### config.mk
export PLATFORM = sky130hd
export DESIGN_NAME = grid_local_maximum_marker_unit
export DESIGN_NICKNAME = d
export VERILOG_FILES = /design/src/design/glm_pkg.sv /design/src/design/grid_local_maximum_marker_unit.sv /design/src/design/glm_line_store.sv /design/src/design/glm_peak_stage.sv /design/src/design/glm_emitter.sv
export SDC_FILE = /design/constraint.sdc
export NUM_CORES = 1
export LEC_CHECK = 0
export ABC_AREA = 1
export BUFFER_PORTS_ARGS = -buffer_cell sky130_fd_sc_hd__buf_2
export CORE_MARGIN = 1
export CORE_UTILIZATION = 60
export DETAILED_ROUTE_END_ITERATION = 8
export GPL_TIMING_DRIVEN = 1
export HOLD_SLACK_MARGIN = 0.08
export PLACE_DENSITY = 0.76
export SLEW_MARGIN = 30
export SYNTH_ARGS = -nofsm -noshare
export SYNTH_HDL_FRONTEND = slang
export SYNTH_SLANG_ARGS = --single-unit
### constraint.sdc
create_clock -name clk_i -period 7.87 [get_ports clk_i]
set_input_delay 1.574 -clock clk_i [delete_from_list [all_inputs] [get_ports clk_i]]
set_output_delay 1.574 -clock clk_i [all_outputs]
set_load 0.05 [all_outputs]
### src/design/glm_pkg.sv
`timescale 1ns / 1ps
// ----------------------------------------------------------------------------
// Grid local maximum marker package
// Shared constants, the flag record type and the beat kind enum used by the
// peak stage and the result emitter.
// ----------------------------------------------------------------------------
package glm_pkg;

  // Width of the row and column fields of a result beat.
  localparam int COORD_W = 5;

  // Width of the side configuration register.
  localparam int CFG_W = 6;

  // Side value after reset and the smallest side that is processed.
  localparam int CFG_SIDE_RESET = 32;
  localparam int MIN_SIDE = 3;

  // Defaults for the top-level parameters.
  localparam int MAX_SIDE_DEF = 32;
  localparam int SAMPLE_BITS_DEF = 16;

  // Record queue between the peak stage and the emitter.
  localparam int FIFO_DEPTH = 4;
  localparam int FIFO_PTR_W = $clog2(FIFO_DEPTH);
  localparam int FIFO_CNT_W = $clog2(FIFO_DEPTH + 1);

  // One record per pixel that causes results: an optional flag for the
  // position up and to the left, an optional right-border flag for the
  // row above, and an optional flush of the whole last row.
  typedef struct packed {
    logic [COORD_W-1:0] row;
    logic [COORD_W-1:0] col;
    logic               peak;
    logic               main_v;
    logic               border_v;
    logic               flush;
  } glm_rec_t;

  // Which part of a record the emitter sends in a given cycle.
  typedef enum logic [1:0] {
    EMIT_MAIN,
    EMIT_BORDER,
    EMIT_FLUSH
  } glm_emit_e;

endpackage

### src/design/grid_local_maximum_marker_unit.sv
`timescale 1ns / 1ps
// ----------------------------------------------------------------------------
// Grid local maximum marker
// Marks 4-neighbor local maxima of a square frame streamed in raster order.
// ----------------------------------------------------------------------------
// The unit takes one pixel per clock and gives one flag beat per clock. The
// flag of a position leaves after the pixel one row below and one column to
// its right has been taken: each pixel reads its column of the line store in
// the cycle it is accepted and writes the column back in the next one, so a
// pixel uses the store's single read and single write port once each.
// Flags then pass a four-record queue and an output register on their way
// to the result port. Ties count as peaks and border
// positions are always 0. The last pixel of a side-s frame causes s+2 beats.
// These drain while the first row and the first pixel of the next row of the
// following frame stream in, and those pixels cause no beats. So while the
// result side takes every beat the input never stalls and the rate is one
// pixel per clock; the input stalls only once a result hold has filled the
// queue. A side write restarts the frame and must only be sent while no beat
// is in flight.
// ----------------------------------------------------------------------------
module grid_local_maximum_marker_unit #(
  parameter int MaxSide = glm_pkg::MAX_SIDE_DEF,
  parameter int SampleBits = glm_pkg::SAMPLE_BITS_DEF
) (
  input  logic                          clk_i,
  input  logic                          rst_ni,
  input  logic                          cfg_valid_i,
  output logic                          cfg_ready_o,
  input  logic [glm_pkg::CFG_W-1:0]     cfg_data_i,
  input  logic                          in_valid_i,
  output logic                          in_stall_o,
  input  logic signed [SampleBits-1:0]  pixel_i,
  output logic                          out_valid_o,
  input  logic                          out_stall_i,
  output logic [glm_pkg::COORD_W-1:0]   row_o,
  output logic [glm_pkg::COORD_W-1:0]   col_o,
  output logic                          is_peak_o,
  output logic                          last_o
);
  import glm_pkg::*;

  localparam int IdxW = $clog2(MaxSide);

  logic                  cfg_wr;
  logic                  push;
  glm_rec_t              rec;
  logic [IdxW-1:0]       last_idx;
  logic [FIFO_CNT_W-1:0] fifo_level;

  // The side register takes a write in any cycle.
  assign cfg_ready_o = 1'b1;
  assign cfg_wr      = cfg_valid_i && cfg_ready_o;

  // Raster tracking, line store and peak test.
  glm_peak_stage #(
    .MaxSide   (MaxSide),
    .SampleBits(SampleBits)
  ) u_peak_stage (
    .clk_i       (clk_i),
    .rst_ni      (rst_ni),
    .cfg_wr_i    (cfg_wr),
    .cfg_data_i  (cfg_data_i),
    .in_valid_i  (in_valid_i),
    .in_stall_o  (in_stall_o),
    .pixel_i     (pixel_i),
    .fifo_level_i(fifo_level),
    .push_o      (push),
    .rec_o       (rec),
    .last_idx_o  (last_idx)
  );

  // Record queue and beat sequencing.
  glm_emitter #(
    .MaxSide(MaxSide)
  ) u_emitter (
    .clk_i      (clk_i),
    .rst_ni     (rst_ni),
    .push_i     (push),
    .rec_i      (rec),
    .last_idx_i (last_idx),
    .level_o    (fifo_level),
    .out_valid_o(out_valid_o),
    .out_stall_i(out_stall_i),
    .row_o      (row_o),
    .col_o      (col_o),
    .is_peak_o  (is_peak_o),
    .last_o     (last_o)
  );

  // The record queue never holds more than its depth.
  a_queue_bound: assert property (@(posedge clk_i) disable iff (!rst_ni)
    fifo_level <= FIFO_CNT_W'(FIFO_DEPTH))
    else $error("record queue overflow");

  // A record is never pushed into a full queue.
  a_no_push_full: assert property (@(posedge clk_i) disable iff (!rst_ni)
    push |-> (fifo_level != FIFO_CNT_W'(FIFO_DEPTH)) || (out_valid_o && !out_stall_i))
    else $error("push into full record queue");

  // The final beat of a frame sits on the diagonal corner.
  a_last_corner: assert property (@(posedge clk_i) disable iff (!rst_ni)
    out_valid_o && last_o |-> (row_o == col_o) && !is_peak_o)
    else $error("last beat away from the corner");

  // Border positions never carry a peak.
  a_border_flat: assert property (@(posedge clk_i) disable iff (!rst_ni)
    out_valid_o && is_peak_o |-> (row_o != '0) && (col_o != '0))
    else $error("peak flagged on the border");

endmodule

### src/design/glm_line_store.sv
`timescale 1ns / 1ps
// ----------------------------------------------------------------------------
// Grid local maximum marker line store
// Single-port-write, single-port-read synchronous memory holding the two most
// recent rows of samples, one column per entry. Read data is registered.
// ----------------------------------------------------------------------------
module glm_line_store #(
  parameter int Depth = 32,
  parameter int Width = 32,
  localparam int AddrW = $clog2(Depth)
) (
  input  logic             clk_i,
  input  logic             rd_en_i,
  input  logic [AddrW-1:0] rd_addr_i,
  output logic [Width-1:0] rd_data_o,
  input  logic             wr_en_i,
  input  logic [AddrW-1:0] wr_addr_i,
  input  logic [Width-1:0] wr_data_i
);

  logic [Width-1:0] mem_q [Depth];
  logic [Width-1:0] rd_data_q;

  // Write port.
  always_ff @(posedge clk_i) begin
    if (wr_en_i) begin
      mem_q[wr_addr_i] <= wr_data_i;
    end
  end

  // Registered read port.
  always_ff @(posedge clk_i) begin
    if (rd_en_i) begin
      rd_data_q <= mem_q[rd_addr_i];
    end
  end

  assign rd_data_o = rd_data_q;

endmodule

### src/design/glm_peak_stage.sv
`timescale 1ns / 1ps
// ----------------------------------------------------------------------------
// Grid local maximum marker peak stage
// Follows the raster with row and column counters, reads and rewrites the
// line store once per pixel, and builds the flag record for each pixel.
// ----------------------------------------------------------------------------
module glm_peak_stage #(
  parameter int MaxSide = glm_pkg::MAX_SIDE_DEF,
  parameter int SampleBits = glm_pkg::SAMPLE_BITS_DEF,
  localparam int IdxW = $clog2(MaxSide)
) (
  input  logic                             clk_i,
  input  logic                             rst_ni,
  input  logic                             cfg_wr_i,
  input  logic [glm_pkg::CFG_W-1:0]        cfg_data_i,
  input  logic                             in_valid_i,
  output logic                             in_stall_o,
  input  logic signed [SampleBits-1:0]     pixel_i,
  input  logic [glm_pkg::FIFO_CNT_W-1:0]   fifo_level_i,
  output logic                             push_o,
  output glm_pkg::glm_rec_t                rec_o,
  output logic [IdxW-1:0]                  last_idx_o
);
  import glm_pkg::*;

  localparam int ResetSide = (CFG_SIDE_RESET > MaxSide) ? MaxSide : CFG_SIDE_RESET;
  localparam int WideW = IdxW + COORD_W;

  logic                         acc;
  logic [IdxW-1:0]              last_idx_q, last_idx_d;
  logic [IdxW-1:0]              row_cnt_q, row_cnt_d;
  logic [IdxW-1:0]              col_cnt_q, col_cnt_d;
  logic                         p_valid_q;
  logic signed [SampleBits-1:0] p_pix_q;
  logic [IdxW-1:0]              p_row_q;
  logic [IdxW-1:0]              p_col_q;
  logic signed [SampleBits-1:0] prior1_q;
  logic signed [SampleBits-1:0] prior2_q;
  logic signed [SampleBits-1:0] up_q;
  logic signed [SampleBits-1:0] down_q;
  logic [2*SampleBits-1:0]      rd_data;
  logic signed [SampleBits-1:0] rd_older;
  logic signed [SampleBits-1:0] rd_prior;
  logic [IdxW-1:0]              row_m1;
  logic [IdxW-1:0]              col_m1;
  logic [WideW-1:0]             row_wide;
  logic [WideW-1:0]             col_wide;
  logic                         inner;
  logic                         beaten;
  logic                         main_v;
  logic                         border_v;

  // An item is taken only while the record queue has room for it and for
  // the record still in flight.
  assign in_stall_o = (fifo_level_i + FIFO_CNT_W'(p_valid_q)) >= FIFO_CNT_W'(FIFO_DEPTH);
  assign acc = in_valid_i && !in_stall_o;

  // Side register, kept as the index of the last row and column.
  always_comb begin
    last_idx_d = last_idx_q;
    if (cfg_wr_i) begin
      if (cfg_data_i < CFG_W'(MIN_SIDE)) begin
        last_idx_d = IdxW'(MIN_SIDE - 1);
      end else if (cfg_data_i > CFG_W'(MaxSide)) begin
        last_idx_d = IdxW'(MaxSide - 1);
      end else begin
        last_idx_d = IdxW'(cfg_data_i - CFG_W'(1));
      end
    end
  end

  // Raster counters; a side write restarts the frame.
  always_comb begin
    row_cnt_d = row_cnt_q;
    col_cnt_d = col_cnt_q;
    if (cfg_wr_i) begin
      row_cnt_d = '0;
      col_cnt_d = '0;
    end else if (acc) begin
      if (col_cnt_q == last_idx_q) begin
        col_cnt_d = '0;
        row_cnt_d = (row_cnt_q == last_idx_q) ? '0 : row_cnt_q + IdxW'(1);
      end else begin
        col_cnt_d = col_cnt_q + IdxW'(1);
      end
    end
  end

  always_ff @(posedge clk_i or negedge rst_ni) begin
    if (!rst_ni) begin
      last_idx_q <= IdxW'(ResetSide - 1);
      row_cnt_q  <= '0;
      col_cnt_q  <= '0;
      p_valid_q  <= 1'b0;
    end else begin
      last_idx_q <= last_idx_d;
      row_cnt_q  <= row_cnt_d;
      col_cnt_q  <= col_cnt_d;
      p_valid_q  <= acc;
    end
  end

  // Pixel and position held for the cycle in which the line store answers.
  always_ff @(posedge clk_i) begin
    if (acc) begin
      p_pix_q <= pixel_i;
      p_row_q <= row_cnt_q;
      p_col_q <= col_cnt_q;
    end
  end

  // Neighbor window: the two previous entries of the previous row, the entry
  // above the last column, and the previous pixel of this row.
  always_ff @(posedge clk_i) begin
    if (p_valid_q) begin
      prior1_q <= rd_prior;
      prior2_q <= prior1_q;
      up_q     <= rd_older;
      down_q   <= p_pix_q;
    end
  end

  // Each entry holds the older row in the upper half and the previous row
  // in the lower half; the rewrite shifts the column down by one row.
  glm_line_store #(
    .Depth(MaxSide),
    .Width(2 * SampleBits)
  ) u_line_store (
    .clk_i    (clk_i),
    .rd_en_i  (acc),
    .rd_addr_i(col_cnt_q),
    .rd_data_o(rd_data),
    .wr_en_i  (p_valid_q),
    .wr_addr_i(p_col_q),
    .wr_data_i({rd_prior, p_pix_q})
  );

  assign rd_older = rd_data[2*SampleBits-1:SampleBits];
  assign rd_prior = rd_data[SampleBits-1:0];

  // Peak test for the position one row up and one column left.
  assign inner = (p_row_q > IdxW'(1)) && (p_col_q > IdxW'(1));
  assign beaten = (prior2_q > prior1_q) || (rd_prior > prior1_q) ||
                  (up_q > prior1_q) || (down_q > prior1_q);

  assign main_v   = (p_row_q != '0) && (p_col_q != '0);
  assign border_v = (p_row_q != '0) && (p_col_q == last_idx_q);

  // Coordinates of the flagged position, cut to the output width.
  assign row_m1   = p_row_q - IdxW'(1);
  assign col_m1   = p_col_q - IdxW'(1);
  assign row_wide = {{COORD_W{1'b0}}, row_m1};
  assign col_wide = {{COORD_W{1'b0}}, col_m1};

  always_comb begin
    rec_o.row      = row_wide[COORD_W-1:0];
    rec_o.col      = col_wide[COORD_W-1:0];
    rec_o.peak     = inner && !beaten;
    rec_o.main_v   = main_v;
    rec_o.border_v = border_v;
    rec_o.flush    = (p_row_q == last_idx_q) && (p_col_q == last_idx_q);
  end

  assign push_o     = p_valid_q && (main_v || border_v);
  assign last_idx_o = last_idx_q;

endmodule

### src/design/glm_emitter.sv
`timescale 1ns / 1ps
// ----------------------------------------------------------------------------
// Grid local maximum marker result emitter
// Queues flag records and expands each into its result beats, one beat per
// cycle while the output is not stalled, through a registered output.
// ----------------------------------------------------------------------------
module glm_emitter #(
  parameter int MaxSide = glm_pkg::MAX_SIDE_DEF,
  localparam int IdxW = $clog2(MaxSide)
) (
  input  logic                            clk_i,
  input  logic                            rst_ni,
  input  logic                            push_i,
  input  glm_pkg::glm_rec_t               rec_i,
  input  logic [IdxW-1:0]                 last_idx_i,
  output logic [glm_pkg::FIFO_CNT_W-1:0]  level_o,
  output logic                            out_valid_o,
  input  logic                            out_stall_i,
  output logic [glm_pkg::COORD_W-1:0]     row_o,
  output logic [glm_pkg::COORD_W-1:0]     col_o,
  output logic                            is_peak_o,
  output logic                            last_o
);
  import glm_pkg::*;

  localparam int WideW = IdxW + COORD_W;

  glm_rec_t               fifo_q [FIFO_DEPTH];
  logic [FIFO_PTR_W-1:0]  wr_ptr_q;
  logic [FIFO_PTR_W-1:0]  rd_ptr_q;
  logic [FIFO_CNT_W-1:0]  count_q, count_d;
  glm_rec_t               head;
  logic                   main_done_q, main_done_d;
  logic                   border_done_q, border_done_d;
  logic [IdxW-1:0]        k_q, k_d;
  glm_emit_e              kind;
  logic                   load;
  logic                   pop;
  logic                   rec_end;
  logic [WideW-1:0]       last_wide;
  logic [WideW-1:0]       k_wide;
  logic                   out_valid_q, out_valid_d;
  logic [COORD_W-1:0]     beat_row;
  logic [COORD_W-1:0]     beat_col;
  logic                   beat_peak;
  logic                   beat_last;
  logic [COORD_W-1:0]     row_q;
  logic [COORD_W-1:0]     col_q;
  logic                   peak_q;
  logic                   last_q;

  assign head      = fifo_q[rd_ptr_q];
  assign last_wide = {{COORD_W{1'b0}}, last_idx_i};
  assign k_wide    = {{COORD_W{1'b0}}, k_q};

  // A new beat is loaded whenever a record waits and the output register is free or drains.
  assign load = (count_q != '0) && (!out_valid_q || !out_stall_i);
  assign pop  = load && rec_end;

  // Choose the next part of the head record.
  always_comb begin
    if (head.main_v && !main_done_q) begin
      kind = EMIT_MAIN;
    end else if (head.border_v && !border_done_q) begin
      kind = EMIT_BORDER;
    end else begin
      kind = EMIT_FLUSH;
    end
  end

  // Beat contents and whether the head record is finished with this beat.
  always_comb begin
    case (kind)
      EMIT_MAIN: begin
        beat_row  = head.row;
        beat_col  = head.col;
        beat_peak = head.peak;
        beat_last = 1'b0;
        rec_end   = !head.border_v && !head.flush;
      end
      EMIT_BORDER: begin
        beat_row  = head.row;
        beat_col  = last_wide[COORD_W-1:0];
        beat_peak = 1'b0;
        beat_last = 1'b0;
        rec_end   = !head.flush;
      end
      EMIT_FLUSH: begin
        beat_row  = last_wide[COORD_W-1:0];
        beat_col  = k_wide[COORD_W-1:0];
        beat_peak = 1'b0;
        beat_last = (k_q == last_idx_i);
        rec_end   = (k_q == last_idx_i);
      end
      default: begin
        beat_row  = '0;
        beat_col  = '0;
        beat_peak = 1'b0;
        beat_last = 1'b0;
        rec_end   = 1'b1;
      end
    endcase
  end

  // Progress through the head record.
  always_comb begin
    main_done_d   = main_done_q;
    border_done_d = border_done_q;
    k_d           = k_q;
    if (pop) begin
      main_done_d   = 1'b0;
      border_done_d = 1'b0;
      k_d           = '0;
    end else if (load) begin
      case (kind)
        EMIT_MAIN:   main_done_d   = 1'b1;
        EMIT_BORDER: border_done_d = 1'b1;
        EMIT_FLUSH:  k_d           = k_q + IdxW'(1);
        default:     k_d           = k_q;
      endcase
    end
  end

  // Queue fill level and output valid.
  assign count_d = count_q + FIFO_CNT_W'(push_i) - FIFO_CNT_W'(pop);

  always_comb begin
    if (load) begin
      out_valid_d = 1'b1;
    end else if (!out_stall_i) begin
      out_valid_d = 1'b0;
    end else begin
      out_valid_d = out_valid_q;
    end
  end

  always_ff @(posedge clk_i or negedge rst_ni) begin
    if (!rst_ni) begin
      wr_ptr_q      <= '0;
      rd_ptr_q      <= '0;
      count_q       <= '0;
      main_done_q   <= 1'b0;
      border_done_q <= 1'b0;
      k_q           <= '0;
      out_valid_q   <= 1'b0;
    end else begin
      wr_ptr_q      <= push_i ? wr_ptr_q + FIFO_PTR_W'(1) : wr_ptr_q;
      rd_ptr_q      <= pop ? rd_ptr_q + FIFO_PTR_W'(1) : rd_ptr_q;
      count_q       <= count_d;
      main_done_q   <= main_done_d;
      border_done_q <= border_done_d;
      k_q           <= k_d;
      out_valid_q   <= out_valid_d;
    end
  end

  // Record storage.
  always_ff @(posedge clk_i) begin
    if (push_i) begin
      fifo_q[wr_ptr_q] <= rec_i;
    end
  end

  // Output beat register.
  always_ff @(posedge clk_i) begin
    if (load) begin
      row_q  <= beat_row;
      col_q  <= beat_col;
      peak_q <= beat_peak;
      last_q <= beat_last;
    end
  end

  assign level_o     = count_q;
  assign out_valid_o = out_valid_q;
  assign row_o       = row_q;
  assign col_o       = col_q;
  assign is_peak_o   = peak_q;
  assign last_o      = last_q;

endmodule

==> results of run 1 <==
synth_stat cells (all sizes together):
cell | count | area (µm²)
a221o | 5 | 50.05
o2111ai | 2 | 17.52
a31oi | 2 | 12.51
nand4 | 39 | 244.0
edfxtp | 1214 | 36450
nand3b | 2 | 15.01
buf | 102 | 559.3
xor2 | 19 | 166.4
fa | 1 | 20.02
nand2 | 303 | 1157
clkbuf | 124 | 478.0
o211ai | 42 | 315.3
or2 | 4 | 25.03
conb | 1 | 3.750
nand3 | 118 | 590.6
nor3 | 11 | 60.06
o22ai | 156 | 975.9
a21oi | 47 | 257.8
dfrtp | 26 | 650.6
xnor2 | 11 | 103.9
o221ai | 88 | 770.7
a22oi | 1 | 7.510
dfstp | 5 | 131.4
a221oi | 1 | 8.760
a21o | 2 | 15.01
ha | 83 | 1039
inv | 129 | 491.7
or3 | 1 | 6.260
nor3b | 2 | 15.01
nor2 | 626 | 2374
o21a | 2 | 15.01
o21ai | 580 | 2914
a32oi | 1 | 8.760
o21bai | 3 | 22.52
o31ai | 1 | 7.510
worst max-delay path by stage:
stage                                 from              endpoint  slack, ns  cells after the start
detailed placement             out_stall_i  u_emitter.level_o[2]       4.16                     10
floorplan           u_peak_stage.p_valid_q            in_stall_o       3.74                      3
global placement               out_stall_i  u_emitter.level_o[2]       4.22                     10
CTS                 u_peak_stage.p_valid_q            in_stall_o       3.61                      4
global route        u_peak_stage.p_valid_q            in_stall_o       4.04                      4
finish              u_peak_stage.p_valid_q            in_stall_o       4.16                      4
sequential cells by signal, summed over array words and instances, names as in the netlist, 16 cells and up:
signal,cells
u_peak_stage.prior2_q,16
u_peak_stage.u_line_store.mem_q,1024
u_peak_stage.down_q,16
u_peak_stage.up_q,16
u_peak_stage.u_line_store.rd_data_o,32
u_peak_stage.prior1_q,16
u_emitter.fifo_q,56
u_peak_stage.p_pix_q,16
routing by layer:
metal	routed length, µm	vias up
met1	49220	15720
met2	60950	2281
met4	5697	0
met5	0	-
li1	-	13960
met3	16030	372
layout make-up:
class,count,area [µm²],share of cell area [%]
multi-input combinational,2154,11470,20.66
clock inverter,73,730.7,1.316
sequential,1245,37250,67.11
timing repair buffer,132,1127,2.031
inverter,129,514.2,0.9264
tap,1070,1339,2.412
clock buffer,147,3080,5.549
through the flow:
stage | power (µW) | util [%] | hold slack [ns]
global placement | 12080 | 62.37 | 0.4101
finish | 17860 | 67.50 | 0.4135
global route | 18510 | 67.50 | 0.4186
detailed placement | 12240 | 62.59 | 0.4045
CTS | 17770 | 67.22 | 0.4127
floorplan | 11080 | - | 0.4003
cells by family (layout without fill, tap and decap cells):
group,after synthesis,in the layout,synth area share (%)
flip-flops,1245,1245,74.50
AND/OR/NAND/NOR,1106,1106,8.976
AO/OA/AOI/OAI,933,933,10.80
buffers and inverters,355,481,3.059
adder cells (fa/ha/maj),84,84,2.118
XOR/XNOR,30,30,0.5407
other,1,1,0.007502
power by group:
part | switching, µW | internal, µW | total (µW) | leakage (µW)
clock | 2460 | 3140 | 5600 | 0.00185
combinational | 2650 | 1030 | 3680 | 0.00539
sequential | 384 | 8190 | 8580 | 0.0114
==> key figures, run 1 <==
Worst setup path
  – CP Cell Sequence: nand3_1, or2_1, nand2_1, buf_2
  – Crit Path Category: flop to primary output
  – R2R Path Start: u_peak_stage.col_cnt_q[2]
  – FF-to-FF setup slack: 4.24 ns
  – Crit start category: flop
  – Worst path required time: 6.30 ns
  – R2R depth: 8
  – Worst-path cell with the longest stage delay: dfrtp_4
  – Reg-to-Reg End: u_peak_stage.u_line_store.rd_data_o[2]
  – Peak per-stage delay on the critical path: 0.70 ns
  – Critical path capture point type: primary output
  – Critical path's top delay family: flip-flops
  – Worst Path Arrival: 2.14 ns
  – Worst-path fanout max: 23
  – Buf/Inv on CP: 1

Worst hold path
  – Hold path start: u_peak_stage.u_line_store.rd_data_o[23]
  – Hold Path Class: flop to flop
  – Hold path endpoint: u_peak_stage.up_q[7]
  – WHS Path Cells: 0

Power
  – VDD IR max: 0.2348 mV
  – Pwr dens: 321.7 nW/µm²
  – LEAKAGE: 0.01860 µW

Timing
  – Max Freq: 0.2693 GHz
  – Slew HR: 29.27%
  – RSZ-0062 raised after global routing: no
  – Worst Skew: 0.05274 ns
  – Final period utilization: 47.18%
  – Fin crit period: 3.713 ns
  – Fin. Hold Viols: 0
  – Final setup viols: 0
  – TNS Setup: 0 ns
  – Slew @ Worst Pin: 1.061 ns
  – Setup ws final: 4.157 ns
  – Max-slew violation count: 0

Clock network
  – Hold Buf Count CTS: 0
  – Htree depth: 3
  – Clk Latency, worst-skew pair: 0.72 ns
  – Root Buffer: clkbuf_16
  – TritonCTS Sinks: 1245
  – Setup repair bufs after CTS: 0
  – Clock buffer depth: 3
  – Clk slew on worst S/H paths: 0.07 ns
  – CTS buffer count: 117
  – CTS tree: done
  – # resized after CTS: 0

GRT
  – Met1 Use GR: 43.04%
  – GRT Resource Usage Total: 30.84%
  – Routing usage on met2: 48.20%
  – First-pass GRT wire length: 192.9 mm
  – Overflow after GRT: 0
  – Largest net degree at the start of global routing: 227
  – Vias in the first global route: 30610
  – Initial antenna violation count: 0
  – GRT Max-Usage Layer: met2
  – GRT met3 Usage: 6.057%

Cells and area
  – Final Non-Filler Cells: 4950
  – Commonest non-fill, non-tap cells in the layout: edfxtp_1, nor2_1, o21ai_0
  – Finished Cell Area: 55510 µm²
  – Layout cell share with drive strength beyond 1: 9.433%
  – Diodes inserted: 0
  – Fillers: 5489
  – Commonest non-fill, non-tap cell in the layout: edfxtp_1
  – Final #Nets: 3890
  – Synth-to-Final Area Change: 11.06%

Run
  – Max-cap viol count: 0

Logic synthesis
  – Flip-flop and latch count after synthesis: 1245
  – Post-synth net total: 3865
  – Netlist cell types: 52
  – Mapped cell area: 49980 µm²
  – Ys Warns: 0
  – Sequential area share after synthesis: 74.50%
  – Post-synthesis average cell area: 13.31 µm²
  – Cells after Synth: 3754

Placed design
  – Inst Count DP: 4716
  – Final HPWL from detailed placement: 64.92 mm
  – Placed Area: 51470 µm²
  – Count of buffers from port buffering: 40
  – Dpl ws: 4.159 ns
  – Final Wtd Congestion: 0.8580

Routing
  – Final wirelength: 131.9 mm
  – DR pass1 iterations: 6
  – Post-DRT Antenna Nets: 0
  – Via density: 6.531
  – DRC: 0
  – Detailed-route via count: 32330
  – DR iter-0 viols: 5027
  – Routed wire per std cell: 26.65 µm

Status
  – Status: finished, final reports clean

Floorplanning
  – Die Area: 84470 µm²
  – Chip height: 290.6 µm
  – I/O pin count: 42
  – Die Width: 290.6 µm
  – Row count: 105
  – Core area: 82240 µm²
  – Initial Util: 60.78%
Power figures use the tool's default switching activity.
==> inputs of run 2 (changes only) <==
- ABC_AREA: 1 -> 0
- clock period: 7.87 -> 3.5 ns (I/O delays scaled with it)
==> run 2 against run 1 <==
Effect of this change:
- cell count shrank 29%
- hold slack lost 0.33 ns
- via count shrank 26%
- combinational power grew to 2.7 times the previous value
- clock-buffer cell count grew 2
==> key figures, run 2 <==
Cells and area
  – Layout cell share with drive strength beyond 1: 30.89% (+21 points)
  – Final #Nets: 2477 (-36%)
  – Finished Cell Area: 55480 µm² (about the same)
  – Commonest non-fill, non-tap cells in the layout: edfxtp_1, mux4_2, clkbuf_16
  – Synth-to-Final Area Change: 13.90%
  – Fillers: 4621 (-16%)
  – Diodes inserted: 0 (unchanged)
  – Multi-input gate area: 11140 µm² (-2.8%)
  – Final Non-Filler Cells: 3527 (-29%)
  – Reg area: 37250 µm² (about the same)
  – Commonest non-fill, non-tap cell in the layout: edfxtp_1
  – Largest register by flop count: u_peak_stage.u_line_store.mem_q
  – Max reg flops: 1024 (unchanged)

Routing
  – Post-DRT Antenna Nets: 0 (unchanged)
  – DRC: 0 (unchanged)
  – Via density: 6.742 (+3.2%)
  – DR iter-0 viols: 2883 (-43%)
  – DR pass1 iterations: 7 (+1)
  – Routed wire per std cell: 33.12 µm (+24%)
  – Detailed-route via count: 23780 (-26%)
  – Final wirelength: 116.8 mm (-11%)

Clock network
  – Clk Latency, worst-skew pair: 0.71 ns (about the same)
  – CTS tree: done
  – TritonCTS Sinks: 1245 (unchanged)
  – Hold Buf Count CTS: 0 (unchanged)
  – # resized after CTS: 0 (unchanged)
  – Clk slew on worst S/H paths: 0.06 ns (about the same)
  – Clock buffer depth: 3 (unchanged)
  – CTS buffer count: 118 (+0.85%)
  – Root Buffer: clkbuf_16
  – Htree depth: 3 (unchanged)
  – Setup repair bufs after CTS: 0 (unchanged)

Floorplanning
  – Row count: 104 (-0.95%)
  – Die Area: 82320 µm² (-2.5%)
  – Die Width: 286.9 µm (-1.3%)
  – Initial Util: 60.57% (-0.21 points)
  – Core area: 80420 µm² (-2.2%)
  – I/O pin count: 42 (unchanged)
  – Chip height: 286.9 µm (-1.3%)

Logic synthesis
  – Synth async-reset ratio: 2.490% (unchanged)
  – Post-synth top area cell: edfxtp_1
  – Main synth FF type: edfxtp_1
  – Netlist cell types: 58 (+12%)
  – Post-synth top area share: 74.84% (+1.9 points)
  – Flip-flop and latch count after synthesis: 1245 (unchanged)
  – Mapped cell area: 48710 µm² (-2.6%)
  – Most common cell in the netlist: edfxtp_1
  – Sequential area share after synthesis: 76.45% (+2.0 points)
  – Synth area leaders: edfxtp_1, mux4_2, ha_1
  – Cells after Synth: 2164 (-42%)
  – Post-synthesis average cell area: 22.51 µm² (+69%)
  – Top cells by count, synth: edfxtp_1, mux4_2, ha_1, nor2_1, clkbuf_1
  – Post-synth net total: 2275 (-41%)
  – Ys Warns: 0 (unchanged)
  – Post-synth EDFFs: 1214 (unchanged)

Run
  – Max-cap viol count: 0 (unchanged)

Power
  – Pwr dens: 762.6 nW/µm² (+140%)
  – VDD IR max: 0.5171 mV (+120%)
  – Final Power: 42310 µW (+140%)
  – LEAKAGE: 0.01779 µW (-4.4%)

GRT
  – Initial antenna violation count: 0 (unchanged)
  – Overflow after GRT: 0 (unchanged)
  – Vias in the first global route: 24530 (-20%)
  – Largest net degree at the start of global routing: 65 (-71%)
  – GRT Resource Usage Total: 29.01% (-1.8 points)
  – First-pass GRT wire length: 168.1 mm (-13%)

Worst setup path
  – Crit start category: flop
  – Worst-path fanout max: 11 (-52%)
  – Crit Path Category: flop to flop
  – CP most frequent cell: xnor2_1
  – Worst Path Arrival: 3.82 ns (+1.68 ns)
  – Peak per-stage delay on the critical path: 0.60 ns (-0.10 ns)
  – Critical path capture point type: flop
  – Reg-to-Reg End: u_emitter.level_o[2]
  – FF-to-FF setup slack: 0.28 ns (-3.96 ns)
  – Worst-path cell with the longest stage delay: mux4_2
  – R2R Path Start: u_emitter.rd_ptr_q[0]
  – Critical path's top delay family: adder cells
  – CP Cell Sequence: mux4_2, nand2b_1, and2_1, a21oi_2, xnor2_1, ha_1, fa_1, xnor2_1, xnor2_1
  – R2R depth: 9 (+1)
  – Buf/Inv on CP: 0 (-1)
  – Worst path required time: 4.10 ns (-2.20 ns)
  – Critical path launch point: u_emitter.rd_ptr_q[0]

Timing
  – Worst Skew: 0.03325 ns (-0.01949 ns)
  – Max-slew violation count: 0 (unchanged)
  – TNS Setup: 0 ns (unchanged)
  – Max Freq: 0.3107 GHz
  – Slew @ Worst Pin: 1.034 ns (-0.02670 ns)
  – Final setup viols: 0 (unchanged)
  – Fin crit period: 3.218 ns
  – RSZ-0062 raised after global routing: no
  – Final period utilization: 91.95%
  – Fin. Hold Viols: 0 (unchanged)
  – Slew HR: 31.05% (+1.8 points)

Placed design
  – Count of buffers from port buffering: 40 (unchanged)
  – Placed Area: 51450 µm² (about the same)
  – Final Wtd Congestion: 0.8736 (+1.8%)
  – Inst Count DP: 3292 (-30%)
  – Final HPWL from detailed placement: 62.13 mm (-4.3%)

Worst hold path
  – Hold Path Class: input pin to async pin

Status
  – Status: finished, final reports clean
## run 2: cell types whose count changed in the layout (fill, tap and decap cells not counted), sizes merged, moves of 12 or more
cell / previous run / this run
mux2: 0 / 35
mux4: 0 / 334
a21oi: 47 / 35
nand4: 39 / 11
o211ai: 42 / 2
buf: 132 / 175
o21ai: 580 / 28
o22ai: 156 / 4
nor2: 626 / 63
nand3: 118 / 10
nand2: 303 / 35
o221ai: 88 / 1
inv: 131 / 48
## run 2: cells by family after synthesis
kind of cell | synth area share [%]
AOI/OAI and AO/OA | 1.477
xor gates and xnor gates | 0.7552
adders and majority gates | 2.173
buffers and inverters | 1.176
DFF | 76.45
muxes | 16.29
other | 0.007699
and+or+nand+nor | 1.667
## run 2: worst max-delay path by stage
stage	end	slack, ns	cells after the start
final	u_emitter.level_o[2]	0.28	9
after global routing	u_emitter.level_o[2]	0.06	9
after CTS	u_emitter.level_o[2]	0.28	9
after detailed placement	u_emitter.level_o[2]	0.31	9
after global placement	u_emitter.level_o[2]	0.42	9
after floorplan	u_peak_stage.p_col_q[0]	0.11	3
## run 2: per-layer routing
metal	vias up	track usage, %	wire length, µm
met4	0	10.90	4498
met5	-	0	0
met1	12420	38.21	41660
met2	1598	48.12	58700
met3	284	6.183	11960
li1	9481	-	-
## run 2: stage by stage
stage / hold slack, ns / setup WS [ns] / utilization [%]
floorplan: 0.4003 / 0.1144 / -
global placement: 0.4077 / 0.4201 / 63.95
detailed placement: 0.4120 / 0.3149 / 63.98
CTS: 0.08229 / 0.2827 / 68.78
global route: 0.1271 / 0.06363 / 68.99
finish: 0.08316 / 0.2818 / 68.99
## run 2: final cells by class
| class | instances | area share [%] |
|---|---|---|
| inverter | 43 | 0.2909 |
| tap | 1060 | 2.391 |
| timing repair buffer | 175 | 3.135 |
| sequential | 1245 | 67.15 |
| multi-input combinational | 783 | 20.08 |
| clock inverter | 72 | 1.326 |
| clock buffer | 149 | 5.625 |
## run 2: power by group
| group | internal [µW] | leakage (µW) | switching, µW |
|---|---|---|---|
| Sequential | 18700 | 0.0114 | 972 |
| Combinational | 4340 | 0.00454 | 5480 |
| Clock | 7280 | 0.00189 | 5500 |
| Total | 30400 | 0.0178 | 12000 |
